[src/sv/splt_pkg.sv]
// Package for the command line word splitter: beat types, queue entry
// type, result kinds and character constants. No dependencies.
`default_nettype none

package splt_pkg;

    localparam int MAX_ARGUMENTS_DEF = 255;
    localparam int QUEUE_DEPTH_DEF   = 4;

    localparam logic [1:0] KIND_CHAR   = 2'd0;
    localparam logic [1:0] KIND_ENDARG = 2'd1;
    localparam logic [1:0] KIND_ENDCMD = 2'd2;

    localparam logic [7:0] CH_BACKSLASH = 8'h5C;
    localparam logic [7:0] CH_PERCENT   = 8'h25;
    localparam logic [7:0] CH_SQUOTE    = 8'h27;
    localparam logic [7:0] CH_DQUOTE    = 8'h22;
    localparam logic [7:0] CH_SPACE     = 8'h20;

    // result mask bits in a queue entry
    localparam int RES_CHAR   = 0;
    localparam int RES_ENDARG = 1;
    localparam int RES_ENDCMD = 2;

    typedef struct packed {
        logic [7:0] char_in;
        logic       last;
    } t_in_beat;

    typedef struct packed {
        logic [1:0] kind;
        logic [7:0] char_out;
        logic [7:0] arg_index;
        logic [7:0] arg_count;
        logic       final_res;
    } t_out_beat;

    typedef struct packed {
        logic [2:0] res_mask;
        logic [7:0] ch;
        logic [7:0] idx;
        logic [7:0] cnt;
    } t_entry;

endpackage

`default_nettype wire

[src/sv/splt_front.sv]
// Front end: accepts input beats, tracks quoting/escape state and packs
// the results of each byte into one queue entry. Depends on splt_pkg.
`default_nettype none

module splt_front #(
    parameter int MAX_ARGUMENTS = splt_pkg::MAX_ARGUMENTS_DEF
) (
    input  wire                 i_clk,
    input  wire                 i_rst_n,
    input  wire                 i_in_valid,
    output logic                o_in_stall,
    input  wire splt_pkg::t_in_beat i_in_beat,
    output logic                o_push,
    output splt_pkg::t_entry    o_entry,
    input  wire                 i_full
);
    import splt_pkg::*;

    localparam logic [7:0] ARG_LIMIT = 8'(MAX_ARGUMENTS);

    logic       r_esc, r_sq, r_dq, r_skip, r_text;
    logic [7:0] r_args;
    logic       n_esc, n_sq, n_dq, n_skip, n_text;
    logic [7:0] n_args;
    logic       emit, sp_end, room, ch_v, ea_v, accept;
    logic [7:0] c;

    assign o_in_stall = i_full;
    assign accept     = i_in_valid && !i_full;
    assign c          = i_in_beat.char_in;
    assign room       = r_args < ARG_LIMIT;

    always_comb begin
        n_esc  = r_esc;
        n_sq   = r_sq;
        n_dq   = r_dq;
        n_skip = r_skip;
        emit   = 1'b0;
        sp_end = 1'b0;
        if (r_skip) begin
            n_skip = 1'b0;
            emit   = (c == CH_PERCENT);
        end else if (r_esc) begin
            n_esc = 1'b0;
            emit  = 1'b1;
        end else begin
            case (c)
                CH_BACKSLASH: n_esc = 1'b1;
                CH_PERCENT:   n_skip = 1'b1;
                CH_SQUOTE: begin
                    if (r_dq) emit = 1'b1;
                    else      n_sq = !r_sq;
                end
                CH_DQUOTE: begin
                    if (r_sq) emit = 1'b1;
                    else      n_dq = !r_dq;
                end
                CH_SPACE: begin
                    if (r_sq || r_dq) emit = 1'b1;
                    else              sp_end = 1'b1;
                end
                default: emit = 1'b1;
            endcase
        end
        n_text = emit ? 1'b1 : (sp_end ? 1'b0 : r_text);
        ch_v   = emit && room;
        // a space end and a closing end on the last byte are exclusive
        ea_v   = room && (sp_end || (i_in_beat.last && n_text));
        n_args = r_args + {7'd0, ea_v};
    end

    always_comb begin
        o_entry.res_mask             = '0;
        o_entry.res_mask[RES_CHAR]   = ch_v;
        o_entry.res_mask[RES_ENDARG] = ea_v;
        o_entry.res_mask[RES_ENDCMD] = i_in_beat.last;
        o_entry.ch                   = c;
        o_entry.idx                  = r_args;
        o_entry.cnt                  = n_args;
    end

    assign o_push = accept && (ch_v || ea_v || i_in_beat.last);

    always_ff @(posedge i_clk) begin
        if (!i_rst_n) begin
            r_esc  <= 1'b0;
            r_sq   <= 1'b0;
            r_dq   <= 1'b0;
            r_skip <= 1'b0;
            r_text <= 1'b0;
            r_args <= '0;
        end else if (accept) begin
            if (i_in_beat.last) begin
                r_esc  <= 1'b0;
                r_sq   <= 1'b0;
                r_dq   <= 1'b0;
                r_skip <= 1'b0;
                r_text <= 1'b0;
                r_args <= '0;
            end else begin
                r_esc  <= n_esc;
                r_sq   <= n_sq;
                r_dq   <= n_dq;
                r_skip <= n_skip;
                r_text <= n_text;
                r_args <= n_args;
            end
        end
    end

endmodule

`default_nettype wire

[src/sv/splt_queue.sv]
// Small FIFO of result entries between front and back ends.
// Depends on splt_pkg. DEPTH must be a power of two, at least 2.
`default_nettype none

module splt_queue #(
    parameter int DEPTH = splt_pkg::QUEUE_DEPTH_DEF
) (
    input  wire               i_clk,
    input  wire               i_rst_n,
    input  wire               i_push,
    input  wire splt_pkg::t_entry i_entry,
    output logic              o_full,
    input  wire               i_pop,
    output splt_pkg::t_entry  o_head,
    output logic              o_empty
);
    import splt_pkg::*;

    localparam int AW = $clog2(DEPTH);

    t_entry        r_mem [DEPTH];
    logic [AW:0]   r_wr, r_rd;

    assign o_empty = (r_wr == r_rd);
    assign o_full  = (r_wr[AW] != r_rd[AW]) && (r_wr[AW-1:0] == r_rd[AW-1:0]);
    assign o_head  = r_mem[r_rd[AW-1:0]];

    always_ff @(posedge i_clk) begin
        if (i_push && !o_full) begin
            r_mem[r_wr[AW-1:0]] <= i_entry;
        end
    end

    always_ff @(posedge i_clk) begin
        if (!i_rst_n) begin
            r_wr <= '0;
            r_rd <= '0;
        end else begin
            if (i_push && !o_full) r_wr <= r_wr + 1'b1;
            if (i_pop && !o_empty) r_rd <= r_rd + 1'b1;
        end
    end

endmodule

`default_nettype wire

[src/sv/splt_back.sv]
// Back end: unpacks the queue head into result beats, one per cycle
// while the output is not stalled, through an output register. Depends on splt_pkg.
`default_nettype none

module splt_back (
    input  wire                 i_clk,
    input  wire                 i_rst_n,
    input  wire splt_pkg::t_entry i_head,
    input  wire                 i_empty,
    output logic                o_pop,
    output logic                o_out_valid,
    input  wire                 i_out_stall,
    output splt_pkg::t_out_beat o_out_beat
);
    import splt_pkg::*;

    logic [2:0] r_done;
    logic       r_ov;
    t_out_beat  r_out;
    logic [2:0] pend, sel;
    logic       load, fin;
    t_out_beat  n_out;

    assign pend = i_head.res_mask & ~r_done;
    assign load = (!r_ov || !i_out_stall) && !i_empty;

    always_comb begin
        sel = '0;
        if (pend[RES_CHAR])        sel[RES_CHAR]   = 1'b1;
        else if (pend[RES_ENDARG]) sel[RES_ENDARG] = 1'b1;
        else                       sel[RES_ENDCMD] = 1'b1;
        fin = ((pend & ~sel) == 3'b000);

        n_out.final_res = fin;
        n_out.char_out  = '0;
        n_out.arg_index = i_head.idx;
        n_out.arg_count = '0;
        if (sel[RES_CHAR]) begin
            n_out.kind     = KIND_CHAR;
            n_out.char_out = i_head.ch;
        end else if (sel[RES_ENDARG]) begin
            n_out.kind = KIND_ENDARG;
        end else begin
            n_out.kind      = KIND_ENDCMD;
            n_out.arg_index = '0;
            n_out.arg_count = i_head.cnt;
        end
    end

    assign o_pop       = load && fin;
    assign o_out_valid = r_ov;
    assign o_out_beat  = r_out;

    always_ff @(posedge i_clk) begin
        if (load) r_out <= n_out;
    end

    always_ff @(posedge i_clk) begin
        if (!i_rst_n) begin
            r_ov   <= 1'b0;
            r_done <= '0;
        end else begin
            if (load)              r_ov <= 1'b1;
            else if (!i_out_stall) r_ov <= 1'b0;
            if (load) r_done <= fin ? 3'b000 : (r_done | sel);
        end
    end

endmodule

`default_nettype wire

[src/sv/command_line_word_splitter_core.sv]
// Top level of the command line word splitter: front end, entry queue,
// back end. Depends on splt_pkg, splt_front, splt_queue, splt_back.
//
//   channel | direction | handshake               | payload
//   in      | input     | i_in_valid / o_in_stall  | i_in_beat  (t_in_beat)
//   out     | output    | o_out_valid / i_out_stall| o_out_beat (t_out_beat)
//
// One input byte is taken per cycle while the entry queue has room.
// Results leave one per cycle while the output is not stalled; a final byte gives up
// to three, which holds the input back only once the queue fills.
// An input beat's first result passes through the queue memory, then the output register.
// Reset is synchronous, active low, and clears parser state, the queue and the output stage.
// A stalled output holds its beat; the front keeps working until full.
`default_nettype none

module command_line_word_splitter_core #(
    parameter int MAX_ARGUMENTS = splt_pkg::MAX_ARGUMENTS_DEF,
    parameter int QUEUE_DEPTH   = splt_pkg::QUEUE_DEPTH_DEF
) (
    input  wire                 i_clk,
    input  wire                 i_rst_n,
    input  wire                 i_in_valid,
    output logic                o_in_stall,
    input  wire splt_pkg::t_in_beat i_in_beat,
    output logic                o_out_valid,
    input  wire                 i_out_stall,
    output splt_pkg::t_out_beat o_out_beat
);
    import splt_pkg::*;

    logic   push, full, pop, empty;
    t_entry entry, head;

    splt_front #(.MAX_ARGUMENTS(MAX_ARGUMENTS)) u_front (
        .i_clk      (i_clk),
        .i_rst_n    (i_rst_n),
        .i_in_valid (i_in_valid),
        .o_in_stall (o_in_stall),
        .i_in_beat  (i_in_beat),
        .o_push     (push),
        .o_entry    (entry),
        .i_full     (full)
    );

    splt_queue #(.DEPTH(QUEUE_DEPTH)) u_queue (
        .i_clk   (i_clk),
        .i_rst_n (i_rst_n),
        .i_push  (push),
        .i_entry (entry),
        .o_full  (full),
        .i_pop   (pop),
        .o_head  (head),
        .o_empty (empty)
    );

    splt_back u_back (
        .i_clk       (i_clk),
        .i_rst_n     (i_rst_n),
        .i_head      (head),
        .i_empty     (empty),
        .o_pop       (pop),
        .o_out_valid (o_out_valid),
        .i_out_stall (i_out_stall),
        .o_out_beat  (o_out_beat)
    );

endmodule

`default_nettype wire

[config.mk]
export PLATFORM = sky130hd
export DESIGN_NAME = command_line_word_splitter_core
export DESIGN_NICKNAME = d
export VERILOG_FILES = /design/src/sv/splt_pkg.sv /design/src/sv/splt_front.sv /design/src/sv/splt_queue.sv /design/src/sv/splt_back.sv /design/src/sv/command_line_word_splitter_core.sv
export SDC_FILE = /design/constraint.sdc
export NUM_CORES = 1
export LEC_CHECK = 0
export ABC_AREA = 1
export ABC_CLOCK_PERIOD_IN_PS = 5050
export BUFFER_PORTS_ARGS = -buffer_cell sky130_fd_sc_hd__buf_2
export CAP_MARGIN = 40
export CORE_MARGIN = 2
export CORE_UTILIZATION = 65
export DETAILED_ROUTE_END_ITERATION = 8
export GPL_ROUTABILITY_DRIVEN = 1
export PLACE_DENSITY = 0.87
export SETUP_SLACK_MARGIN = 0.2
export SYNTH_ARGS = -nofsm -noshare
export SYNTH_HDL_FRONTEND = slang
export SYNTH_SLANG_ARGS = --single-unit
[constraint.sdc]
create_clock -name i_clk -period 5.05 [get_ports i_clk]
set_clock_uncertainty 0.15 [all_clocks]
set_input_delay 0.505 -clock i_clk [delete_from_list [all_inputs] [get_ports i_clk]]
set_output_delay 0.505 -clock i_clk [all_outputs]
set_load 0.01 [all_outputs]
==> Word level (Yosys, flattened, before mapping) <==
Memories as Yosys holds them, arrays and structs flattened. A register that Yosys moved wholly into a read port is not among the register bits.
Index checks and enable logic that the tools add are counted.
{ "word_totals": {"register_bits": 50, "latch_bits": 0, "n_memories": 1, "output_inout_bits": 29, "elab_cells": 113, "romBits": 0, "inputBits": 13, "ram_bits": 108} }
{ "classes": {"shifts": 0, "muxes": 46, "n_mul": 0, "magnitude_cmp": 1, "bitwise": 5, "div_mod_pow": 0, "eq_ne": 13, "addsub": 3, "reduce_logical": 29} }
{ "mem_list": {"columns": ["name", "words", "width", "rd", "rd_clocked_by_memory_dff", "write_ports", "line", "source"], "rows": [
  ["u_queue.r_mem", 4, 27, 1, 1, 1, "splt_queue.sv:21", "t_entry r_mem [DEPTH];"]
]} }
{ "op_table": {"columns": ["cell", "count"], "rows": [
  ["$mux W1", 37],
  ["$eq A8 B6 Y1 const B", 4],
  ["$mux W16", 2],
  ["$logic_and A1 B1 Y1", 10],
  ["$reduce_and A5 Y1", 2],
  ["$add A8 B1 Y8", 1],
  ["$eq A8 B7 Y1 const B", 1],
  ["$lt A8 B8 Y1 const B", 1],
  ["$mux W2", 4],
  ["$mux W8", 1],
  ["$ne A2 B2 Y1 const B", 4],
  ["$add A3 B1 Y3 const B", 2],
  ["$and A3 B3 Y3", 2],
  ["$logic_not A1 Y1", 6],
  ["$not A3 Y3", 2],
  ["$logic_or A1 B1 Y1", 5],
  ["$pmux W1 S4", 1],
  ["$reduce_bool A2 Y1", 2],
  ["$reduce_or A2 Y1", 2],
  ["$eq A3 B3 Y1", 1],
  ["$logic_not A3 Y1", 1],
  ["$mux W3", 1],
  ["$or A3 B3 Y3", 1],
  ["$eq A2 B2 Y1", 1],
  ["3 further kinds", 3]
]} }

==> Depth between registers and ports, before layout <==
Gate-level depths: netlist of the first run.
{ "depth": {"ltp_word": 16, "depth_mapped": 21, "ltp_nobuf": 21} }

==> Hierarchy <==
From an unflattened synthesis of the first run, not the netlist that was laid out.
{ "unflattened": {"cells_unflattened": 613, "area_unflattened_um2": 6762.7} }
{ "modules_own_cells": {"columns": ["module", "instances", "cells_each", "seq_area_each_um2", "area_per_inst_um2"], "rows": [
  ["splt_queue", 1, 335, 3403.3, 4498.1],
  ["splt_back", 1, 111, 890.9, 1251.2],
  ["splt_front", 1, 167, 260.2, 1013.5]
]} }

==> Worst setup path after synthesis of the first run <==
No wires, ideal clock.
{ "synth_path": {"path_type": "input to register", "start": "in i_in_beat[5] (netlist bit)", "end": "mem u_queue.r_mem[0][0] (netlist bit) (enable)", "arrival_time_ns": 2.615, "slack_ns": 1.874, "stages": 15, "cell_sequence": "inv_1 nand2_2 nor2_8 nand3_1 nand2_1 nor2_1 nand2_1 nand2_1 nand2_1 nand2_1 nand2_1 nand2_2 nand2_4 nand2_4 nor2_1"} }
{ "synth_via": {"elab_chain_len": 15, "word_cells_on_any_way": 24, "classes_between": "eq/ne (5); mux (10); reduce/logical (9)"} }
{ "synth_rtl": {"columns": ["element", "line", "source"], "rows": [
  ["start, declared", "command_line_word_splitter_core.sv:24", "input wire splt_pkg::t_in_beat i_in_beat,"],
  ["$eq A8 B7 Y1, or another cell as far along", "splt_front.sv:47", "case (c)"],
  ["$reduce_or A2 Y1 (no line) / $mux W1 (equally long branches)", null, null],
  ["$pmux W1 S4 / $mux W1 (equally long branches)", "splt_front.sv:47, splt_front.sv:43", null],
  ["$mux W1 (on tied branches)", "splt_front.sv:43, splt_front.sv:40", null],
  ["$mux W1 (on tied branches)", "splt_front.sv:40, splt_front.sv:65", null],
  ["$mux W1", "splt_front.sv:65", "n_text = emit ? 1'b1 : (sp_end ? 1'b0 : r_text);"],
  ["$logic_and A1 B1 Y1", "splt_front.sv:68", "ea_v = room && (sp_end || (i_in_beat.last && n_text));"],
  ["$logic_or A1 B1 Y1", "splt_front.sv:68", null],
  ["$logic_and A1 B1 Y1", "splt_front.sv:68", null],
  ["$logic_or A1 B1 Y1 * (2 in a row)", "splt_front.sv:82", "assign o_push = accept && (ch_v || ea_v || i_in_beat.last);"],
  ["$logic_and A1 B1 Y1 *", "splt_front.sv:82", null],
  ["$logic_and A1 B1 Y1 *", "splt_queue.sv:29", "if (i_push && !o_full) begin"],
  ["$mux W1 *", "splt_queue.sv:29", null],
  ["$mux W1 (implied by the code) *", "splt_queue.sv:30", "r_mem[r_wr[AW-1:0]] <= i_entry;"],
  ["end, declared", "splt_queue.sv:21", null]
]} }
Every way passes the cells marked *; elsewhere a longest branch is shown, timed or not.

==> summary.txt, run 1 <==
GRT
  • GR Util met2: 0.430
  • Total gr overflow: 0
  • M3 GR Usage: 0.0721
  • Global route hottest layer: met2
  • Global Route Usage Sum: 0.270
  • First-pass GRT wire length: 22,300 µm
  • Initial antenna violation count: 0
  • Largest net degree at the start of global routing: 55
  • Vias in the first global route: 4,582
  • Met1 GRT Util: 0.336

Worst setup path
  • Cells on worst reg2reg path: 11
  • Slowest-stage cell, CP: inv_2
  • Worst stage delay on the critical path: 0.48 ns
  • Crit Path Max Fanout: 28
  • Crit path cell chain: buf_4 > inv_2 > nand3_1 > nand2_1 > nor2_2 > inv_2 > nand2_2 > a21oi_4 > nand2_4 > o21ai_1 > a21oi_1
  • Reg2reg setup slack: 2.20 ns
  • Crit path launch type: flip-flop
  • Most used cell, CP: inv_2
  • WP data required: 5.31 ns
  • WS Path Type: flip-flop to flip-flop
  • Critical path data arrival time: 3.11 ns
  • Critical Path End Type: flip-flop

Floorplanning
  • Die extent in x: 104 µm
  • Initial Utilization: 0.670
  • Core Box Area: 9770 µm²
  • I/O pin cnt: 42
  • FP Rows: 36
  • Die ar.: 10,900 µm²
  • Die height: 104 µm

Layout
  • N_diodes: 0
  • Fill count: 586
  • Area growth, synth to finish: 13.5%
  • Area of the multi-input gates: 1750 µm²
  • Share of layout cells above drive strength 1: 0.182
  • Commonest cells after routing, fill and taps aside: edfxtp_1, nor2_1, nand2_1
  • Nets: 632
  • Reg area: 4550 µm²
  • Most common cell after layout, fill and taps aside: edfxtp_1
  • Final Cell Area: 7430 µm²

Clock network
  • CTS resizes: 0
  • CTS buffer count: 17
  • Max Root-Sink Buffers: 2
  • CTS root buffer: clkbuf_8
  • Clock Sinks: 160
  • Number of H-tree levels: 4
  • Clk slew on worst S/H paths: 0.07 ns
  • Total setup buffers inserted after CTS: 0
  • CTS Hold Buffers Added: 0
  • Later-pin clock latency in the skew report: 0.54 ns
  • TritonCTS clock tree: yes

Timing
  • Final hold vios: 0
  • Slew @ Worst Pin: 0.760 ns
  • Minimum clock period: 2.85 ns
  • Fin Setup TNS: 0 ns
  • Slew Limit Fails: 0
  • Slew margin rel.: 0.493
  • Max Clk Rate: 351 MHz
  • Final period util: 0.564
  • Final setup violation count: 0
  • RSZ-0062 raised after global routing: false

Power
  • Worst VDD drop: 0.522 mV
  • Leakage power figure: 2.80 nW
  • Pwr Density: 544 nW/µm²

Run status
  • Status: finished clean

Synthesis
  • Synth Area in Simple Gates: 0.146
  • FFs w/ async S/R, synth: 0
  • Top FF cell, synth: edfxtp_1
  • Post-synthesis xor/xnor area fraction: 0.0107
  • YS warnings: 0
  • Mux contribution to synthesized area: 0
  • Syn_nets: 585
  • Adder-Cell Fraction of Synth Area: 0.0134
  • Compound-Gate Fraction of Synth Area: 0.0967
  • EDFF count, synth: 135
  • Seq/Total Area, Yosys: 0.696
  • Largest family of logic cells by synthesized area: simple AND/OR/NAND/NOR gates
  • Synth Cell Area: 6550 µm²
  • Synth Register Bits: 160
  • Syn Area/Cell: 11.6 µm²
  • Gate Count Post-Synth: 565
  • Yosys cell types: 40

Detailed routing
  • DR vias/cell: 5.90
  • Via count: 4,475
  • DRT iter0 DRCs: 431
  • Drt total wl: 14,000 µm
  • # DRC: 0
  • DRT Pass-1 Iters: 7
  • Post-DRT Antenna Nets: 0
  • Routed WL per cell: 18.5 µm

Place
  • Dpl hpwl: 7930 µm
  • RD Place Congestion: 0.856
  • IO buf count: 41
  • Placed cell areas: 6870 µm²

Flow run
  • Max-cap violations: 0

Worst hold path
  • Hold WC Path Type: primary input to flip-flop
## flip-flops by register name (all words and copies together), names as in the netlist, named ones only
register / cells
u_front.r_skip: 1
u_front.r_sq: 1
u_back.o_out_beat: 27
u_front.r_dq: 1
u_front.r_text: 1
u_front.r_args: 8
u_queue.r_wr: 3
u_queue.r_rd: 3
u_queue.r_mem: 108
u_back.o_out_valid: 1
u_back.r_done: 3
u_front.r_esc: 1
## stage by stage
stage | setup WS [ns] | total power, mW | hold WS (ns) | utilization | instances
2_1_floorplan | 1.87 | 2.51 | 0.288 | - | 565
3_3_place_gp | 2.13 | 2.77 | 0.304 | 0.703 | 726
3_5_place_dp | 1.93 | 2.82 | 0.324 | 0.703 | 726
4_1_cts | 2.25 | 4.03 | 0.0539 | 0.760 | 758
5_1_grt | 1.98 | 4.21 | 0.0701 | 0.760 | 758
6_report | 2.20 | 4.04 | 0.0717 | 0.760 | 758
## worst min path at each step
stage,endpoint,from,cells after the start
finish,u_queue.r_mem[0][20]$_DFFE_PP_,i_in_beat[5],1
global route,u_queue.r_mem[0][20]$_DFFE_PP_,i_in_beat[5],1
CTS,u_queue.r_mem[0][20]$_DFFE_PP_,i_in_beat[5],1
detailed placement,u_front.r_text$_SDFFE_PN0P_,u_front.r_text$_SDFFE_PN0P_,2
global placement,u_front.r_text$_SDFFE_PN0P_,u_front.r_text$_SDFFE_PN0P_,2
floorplan,u_back.r_done[2]$_SDFFE_PN0P_,u_back.r_done[2]$_SDFFE_PN0P_,2
## kinds of logic (layout without fill, tap and decap cells)
logic type / Yosys count / after routing
adders and majority gates: 7 / 7
DFF: 160 / 160
and+or+nand+nor: 221 / 221
xor gates and xnor gates: 8 / 8
AOI/OAI and AO/OA: 112 / 112
buffers and inverters: 57 / 117
## report_power, final
| group | switching [mW] | internal (mW) | leakage, nW | total (mW) |
|---|---|---|---|---|
| clock | 0.504 | 0.704 | 0.267 | 1.21 |
| combinational | 0.778 | 0.306 | 1.06 | 1.08 |
| sequential | 0.0592 | 1.69 | 1.47 | 1.75 |
## cell usage after synthesis (4+ instances only)
| library cell | count | area share |
|---|---|---|
| inv_1 | 28 | 0.016 |
| nand2_1 | 58 | 0.033 |
| inv_2 | 7 | 0.0040 |
| dfxtp_1 | 25 | 0.076 |
| xnor2_1 | 4 | 0.0054 |
| buf_6 | 4 | 0.0069 |
| clkbuf_1 | 10 | 0.0057 |
| ha_1 | 7 | 0.013 |
| nor2_1 | 123 | 0.071 |
| nand2_2 | 9 | 0.0086 |
| nand4_1 | 4 | 0.0038 |
| o21ai_0 | 52 | 0.040 |
| edfxtp_1 | 135 | 0.62 |
| a21oi_2 | 4 | 0.0054 |
| xor2_1 | 4 | 0.0054 |
| nand3_1 | 14 | 0.011 |
| a21oi_1 | 40 | 0.031 |
## cell type report
cell class | count | share of cell area
multi-input cells | 348 | 0.236
clock inverters | 13 | 0.0189
clock buffers | 19 | 0.0567
repair buffers | 47 | 0.0337
flip-flops and latches | 160 | 0.613
inverters | 38 | 0.0195
well taps | 133 | 0.0224
## worst max-delay path: cells and delay by family, from the launching register on
family | cells | cell delay (ns)
AND/OR/NAND/NOR | 5 | 0.72
flip-flops | 1 | 0.30
buffers and inverters | 3 | 0.97
AO/OA/AOI/OAI | 3 | 0.56
## metal layers
layer	up-vias	wire length, µm
li1	2051	-
met3	45	1130
met5	-	0
met1	2131	5410
met4	0	419
met2	248	7060
(Power assumes the default switching activity.)
==> run 2, diff against run 1 <==
--- a/config.mk
+++ b/config.mk
@@ -6,14 +6,14 @@
 export NUM_CORES = 1
 export LEC_CHECK = 0
 export ABC_AREA = 1
-export ABC_CLOCK_PERIOD_IN_PS = 5050
+export ABC_CLOCK_PERIOD_IN_PS = 2500
 export BUFFER_PORTS_ARGS = -buffer_cell sky130_fd_sc_hd__buf_2
 export CAP_MARGIN = 40
 export CORE_MARGIN = 2
-export CORE_UTILIZATION = 65
+export CORE_UTILIZATION = 54
 export DETAILED_ROUTE_END_ITERATION = 8
 export GPL_ROUTABILITY_DRIVEN = 1
-export PLACE_DENSITY = 0.87
+export PLACE_DENSITY = 0.77
 export SETUP_SLACK_MARGIN = 0.2
 export SYNTH_ARGS = -nofsm -noshare
 export SYNTH_HDL_FRONTEND = slang
==> constraint.sdc (replaced) <==
create_clock -name i_clk -period 2.5 [get_ports i_clk]
set_clock_uncertainty 0.15 [all_clocks]
set_input_delay 0.25 -clock i_clk [delete_from_list [all_inputs] [get_ports i_clk]]
set_output_delay 0.25 -clock i_clk [all_outputs]
set_load 0.01 [all_outputs]
==> summary.txt, run 2 (same netlist as run 1, synthesis figures left out) <==
Run status
  • Status: finished clean

Floorplanning
  • I/O pin cnt: 42
  • Die height: 114 µm
  • FP Rows: 40
  • Initial Utilization: 0.550
  • Core Box Area: 11,900 µm²
  • Die extent in x: 114 µm
  • Die ar.: 13,000 µm²

Clock network
  • CTS root buffer: clkbuf_16
  • TritonCTS clock tree: yes
  • Max Root-Sink Buffers: 2
  • Number of H-tree levels: 4
  • Clk slew on worst S/H paths: 0.06 ns
  • Clock Sinks: 160
  • Later-pin clock latency in the skew report: 0.42 ns
  • CTS buffer count: 17

Timing
  • RSZ-0062 raised after global routing: true
  • Fin Setup TNS: 0 ns
  • Minimum clock period: 2.37 ns
  • Final hold vios: 0
  • Final period util: 0.949
  • Final setup violation count: 0
  • Slew @ Worst Pin: 0.733 ns
  • Slew margin rel.: 0.508
  • Max Clk Rate: 421 MHz
  • Slew Limit Fails: 0

Detailed routing
  • # DRC: 0
  • DRT Pass-1 Iters: 5
  • Via count: 4,788
  • DR vias/cell: 5.85
  • Drt total wl: 16,100 µm
  • DRT iter0 DRCs: 559
  • Routed WL per cell: 19.7 µm
  • Post-DRT Antenna Nets: 0

Worst setup path
  • Critical Path End Type: flip-flop
  • Worst r2r src: u_front.r_dq$_SDFFE_PN0P_
  • Crit path launch type: flip-flop
  • Reg2reg setup slack: 0.13 ns
  • Cells on worst reg2reg path: 18
  • CP Capture Point: u_queue.r_mem[3][4]$_DFFE_PP_
  • WS Path Type: flip-flop to flip-flop
  • RR Endpoint: u_queue.r_mem[3][4]$_DFFE_PP_
  • Crit Path Max Fanout: 3
  • Crit path from: u_front.r_dq$_SDFFE_PN0P_
  • WP data required: 2.52 ns
  • Critical path data arrival time: 2.40 ns

Layout
  • Util after Layout: 0.683
  • Fill count: 767
  • Reg area: 4570 µm²
  • Commonest cells after routing, fill and taps aside: edfxtp_1, nor2_1, nand2_1
  • Share of layout cells above drive strength 1: 0.280
  • Number of flip-flops under the largest register name: 108
  • Area growth, synth to finish: 24.3%
  • Nets: 679
  • Area of the multi-input gates: 1970 µm²
  • Most common cell after layout, fill and taps aside: edfxtp_1
  • N_diodes: 0

Place
  • IO buf count: 41
  • RD Place Congestion: 0.871
  • Dpl hpwl: 8390 µm

GRT
  • Largest net degree at the start of global routing: 37
  • Initial antenna violation count: 0
  • Vias in the first global route: 4,796
  • First-pass GRT wire length: 22,600 µm
  • Global Route Usage Sum: 0.229
  • Total gr overflow: 0

Worst hold path
  • Hold WC Path Type: primary input to flip-flop

Power
  • Leakage power figure: 3.11 nW
  • Pwr Density: 1010 nW/µm²
  • Worst VDD drop: 0.506 mV

Flow run
  • Max-cap violations: 0
[run 2: cell count changes in the layout (fill, tap and decap cells not counted), sizes merged]
cell,previous run,this run
clkinvlp,2,3
dlygate4sd3,0,3
bufinv,2,1
clkinv,10,9
clkbuf,19,23
buf,47,87
[run 2: report_power, final]
group	switching (mW)	internal, mW	total (mW)
clock network	0.987	1.35	2.33
registers	0.137	3.41	3.55
logic	1.58	0.736	2.32
total	2.71	5.50	8.20
[run 2: how the worst min path moves through the flow]
| stage | startpoint | end | slack (ns) | depth (start not counted) |
|---|---|---|---|---|
| after floorplan | i_in_beat[1] | u_queue.r_mem[0][16]$_DFFE_PP_ | 0.20 | 0 |
| after global placement | u_front.r_text$_SDFFE_PN0P_ | u_front.r_text$_SDFFE_PN0P_ | 0.30 | 2 |
| after detailed placement | u_front.r_text$_SDFFE_PN0P_ | u_front.r_text$_SDFFE_PN0P_ | 0.31 | 2 |
| after CTS | i_in_beat[5] | u_queue.r_mem[0][20]$_DFFE_PP_ | 0.008 | 2 |
| after global routing | i_in_beat[5] | u_queue.r_mem[0][20]$_DFFE_PP_ | 0.01 | 2 |
| final | i_in_beat[5] | u_queue.r_mem[1][20]$_DFFE_PP_ | 0.02 | 2 |
[run 2: per-layer routing]
layer  share of wire  track usage  vias up
li1                -            -     2140
met1            0.39        0.264     2336
met2            0.51        0.398      252
met3           0.074       0.0572       60
met4           0.031        0.114        0
met5               0            0        -
[run 2: metrics by stage]
step	hold WS [ns]	power [mW]	setup WS, ns	instance area (µm²)	instances
global route	0.0141	8.58	0.0713	8140	818
detailed placement	0.313	5.81	-0.143	7140	766
CTS	0.00788	8.13	0.204	7770	801
floorplan	0.199	5.06	0.0173	6570	565
finish	0.0234	8.20	0.127	8140	818
global placement	0.303	5.72	-0.0154	7140	766
[run 2: cell type report]
cell class | count | area share
Inverter | 38 | 0.0183
Tap cell | 147 | 0.0226
Multi-Input combinational cell | 348 | 0.242
Clock inverter | 12 | 0.0117
Clock buffer | 19 | 0.0532
Timing Repair Buffer | 94 | 0.0907
Sequential cell | 160 | 0.561
[run 2: what timing repair did]
action / CTS / global route
endpoints found under the hold margin: 10 / 0
hold buffers: 3 / 0
setup buffers: 1 / 12
cloned: 0 / 5
pin swaps: 5 / 13
gates resized for setup: 22 / 30
setup endpoints to repair: 35 / 149
[run 2: critical path: stages (launching register included)]
cell,delay (ns)
dfxtp_2,0.35
inv_2,0.06
nand2_2,0.06
nand3_2,0.08
nand2_1,0.08
nor2_1,0.04
nand2_1,0.08
nand2_1,0.08
nand2_2,0.09
nand2_1,0.06
nand2_1,0.09
nand2_2,0.06
inv_2,0.09
ha_4,0.15
nand2_4,0.07
nor2_4,0.18
nand2_4,0.09
xnor2_4,0.14
buf_4,0.14
==> run 3, diff against run 2 <==
==> constraint.sdc (replaced) <==
create_clock -name i_clk -period 2.5 [get_ports i_clk]
set_clock_uncertainty 0.15 [all_clocks]
set_input_delay 0.375 -clock i_clk [delete_from_list [all_inputs] [get_ports i_clk]]
set_output_delay 0.375 -clock i_clk [all_outputs]
set_load 0.01 [all_outputs]
==> summary.txt, run 3 (same netlist as run 1, synthesis figures left out) <==
Flow run
  • Max-cap violations: 0

Timing
  • Fin Setup TNS: 0 ns
  • Minimum clock period: 2.34 ns
  • Slew Limit Fails: 0
  • Slew margin rel.: 0.554
  • Final hold vios: 0
  • Final period util: 0.936
  • Max Clk Rate: 427 MHz
  • Slew @ Worst Pin: 0.665 ns
  • RSZ-0062 raised after global routing: true
  • Final setup violation count: 0

Worst setup path
  • WS Path Type: flip-flop to flip-flop
  • Slowest-stage cell, CP: dfxtp_1
  • Buffers and inverters on the worst path: 3
  • Crit Path Max Fanout: 4
  • Critical path data arrival time: 2.37 ns
  • CP delay by family, top: simple AND/OR/NAND/NOR gates
  • Crit path cell chain: nor2_2 > nand2_1 > nor2_2 > nand2_2 > nand2_2 > nand2_2 > nand2_1 > nand2_1 > nand2_2 > inv_4 > ha_4 > nand2_4 > nor2_4 > buf_4 > xor2_2 > buf_4
  • Most used cell, CP: nand2_2
  • Crit path launch type: flip-flop
  • Critical Path End Type: flip-flop
  • Worst stage delay on the critical path: 0.34 ns
  • WP data required: 2.53 ns

Layout
  • Nets: 677
  • Share of layout cells above drive strength 1: 0.289
  • Number of flip-flops under the largest register name: 108
  • Final cell count without fillers: 814
  • Area growth, synth to finish: 23.5%
  • Commonest cells after routing, fill and taps aside: edfxtp_1, nor2_1, o21ai_0
  • Most common cell after layout, fill and taps aside: edfxtp_1
  • N_diodes: 0

Place
  • Dpl hpwl: 8220 µm
  • IO buf count: 41
  • Placed insts: 775
  • RD Place Congestion: 0.813

Detailed routing
  • DRT iter0 DRCs: 431
  • Via count: 4,553
  • Post-DRT Antenna Nets: 0
  • DR vias/cell: 5.59
  • # DRC: 0
  • DRT Pass-1 Iters: 5
  • Routed WL per cell: 17.3 µm
  • Drt total wl: 14,100 µm

Power
  • Reg power frac: 0.432
  • Internal: 5.57 mW
  • Pwr Density: 1010 nW/µm²
  • Gate power share: 0.273
  • Leakage power figure: 3.10 nW
  • Sw Share: 0.321
  • Clk network pwr share: 0.294
  • Worst VDD drop: 1.09 mV
  • Switching pwr: 2.63 mW

Clock network
  • Later-pin clock latency in the skew report: 0.42 ns
  • CTS Hold Buffers Added: 0
  • TritonCTS clock tree: yes
  • CTS root buffer: clkbuf_16
  • Number of H-tree levels: 4
  • CTS buffer count: 17
  • Clock Sinks: 160
  • Clk slew on worst S/H paths: 0.06 ns
  • Max Root-Sink Buffers: 2

Floorplanning
  • Die ar.: 13,000 µm²
  • Die extent in x: 114 µm
  • Initial Utilization: 0.550
  • FP Rows: 40
  • Die height: 114 µm
  • Core Box Area: 11,900 µm²
  • I/O pin cnt: 42

GRT
  • Initial antenna violation count: 0
  • Global Route Usage Sum: 0.222
  • Largest net degree at the start of global routing: 49
  • Total gr overflow: 0
  • Vias in the first global route: 4,497
  • First-pass GRT wire length: 21,600 µm

Run status
  • Status: finished clean

Worst hold path
  • Hold WC Path Type: primary input to flip-flop
run 3: power groups by stage:
| stage | logic, mW | registers (mW) | clock network [mW] |
|---|---|---|---|
| finish | 2.24 | 3.55 | 2.42 |
| global placement | 2.15 | 3.58 | 0 |
| CTS | 2.25 | 3.55 | 2.43 |
| detailed placement | 2.23 | 3.60 | 0 |
| global route | 2.49 | 3.58 | 2.54 |
| floorplan | 1.39 | 3.69 | 0 |
run 3: worst paths after layout:
| path | start | to | slack, ns | cells past startpoint |
|---|---|---|---|---|
| worst max-delay path | u_front.r_esc$_SDFFE_PN0P_ | u_queue.r_mem[1][6]$_DFFE_PP_ | 0.16 | 16 |
| worst min-delay path | i_out_stall | u_back.o_out_valid$_SDFFE_PN0P_ | 0.09 | 3 |
| worst max register to register | u_front.r_esc$_SDFFE_PN0P_ | u_queue.r_mem[1][6]$_DFFE_PP_ | 0.16 | 16 |
| worst min register to register | u_front.r_text$_SDFFE_PN0P_ | u_front.r_text$_SDFFE_PN0P_ | 0.33 | 2 |
run 3: timing repair:
action,4_1_cts,5_1_grt
cloned,0,0
setup endpoints to repair,143,143
setup buffers,4,6
pin swaps,6,15
gates resized for setup,15,17
run 3: final cells by class:
| type | count | area (µm²) |
|---|---|---|
| clock buffer | 18 | 429 |
| clock inverter | 11 | 119 |
| fill | 823 | 3820 |
| inverter | 38 | 180 |
| multi-input combinational | 348 | 1980 |
| sequential | 160 | 4560 |
| tap | 147 | 184 |
| timing repair buffer | 92 | 642 |
run 3: routing by layer:
layer | routed length, µm | track usage | vias up
met2 | 7370 | 0.391 | 198
li1 | - | - | 2145
met4 | 363 | 0.100 | 0
met1 | 5400 | 0.263 | 2175
met3 | 971 | 0.0476 | 35
met5 | 0 | 0 | -
run 3: worst reg2reg max path: stages (launching register included):
cell,delay [ns]
dfxtp_1,0.34
nor2_2,0.17
nand2_1,0.13
nor2_2,0.14
nand2_2,0.08
nand2_2,0.06
nand2_2,0.06
nand2_1,0.06
nand2_1,0.06
nand2_2,0.09
inv_4,0.05
ha_4,0.17
nand2_4,0.08
nor2_4,0.05
buf_4,0.14
xor2_2,0.15
buf_4,0.14
run 3: metrics by stage:
step	total power, mW	setup WS [ns]	hold WS, ns	instance area [µm²]	util
6_report	8.21	0.159	0.0929	8090	0.679
5_1_grt	8.62	0.0389	0.110	8090	0.679
4_1_cts	8.23	0.200	0.0838	7950	0.668
3_5_place_dp	5.83	-0.269	0.312	7330	0.615
3_3_place_gp	5.73	-0.128	0.307	7330	0.615
2_1_floorplan	5.08	0.160	0.288	6680	-
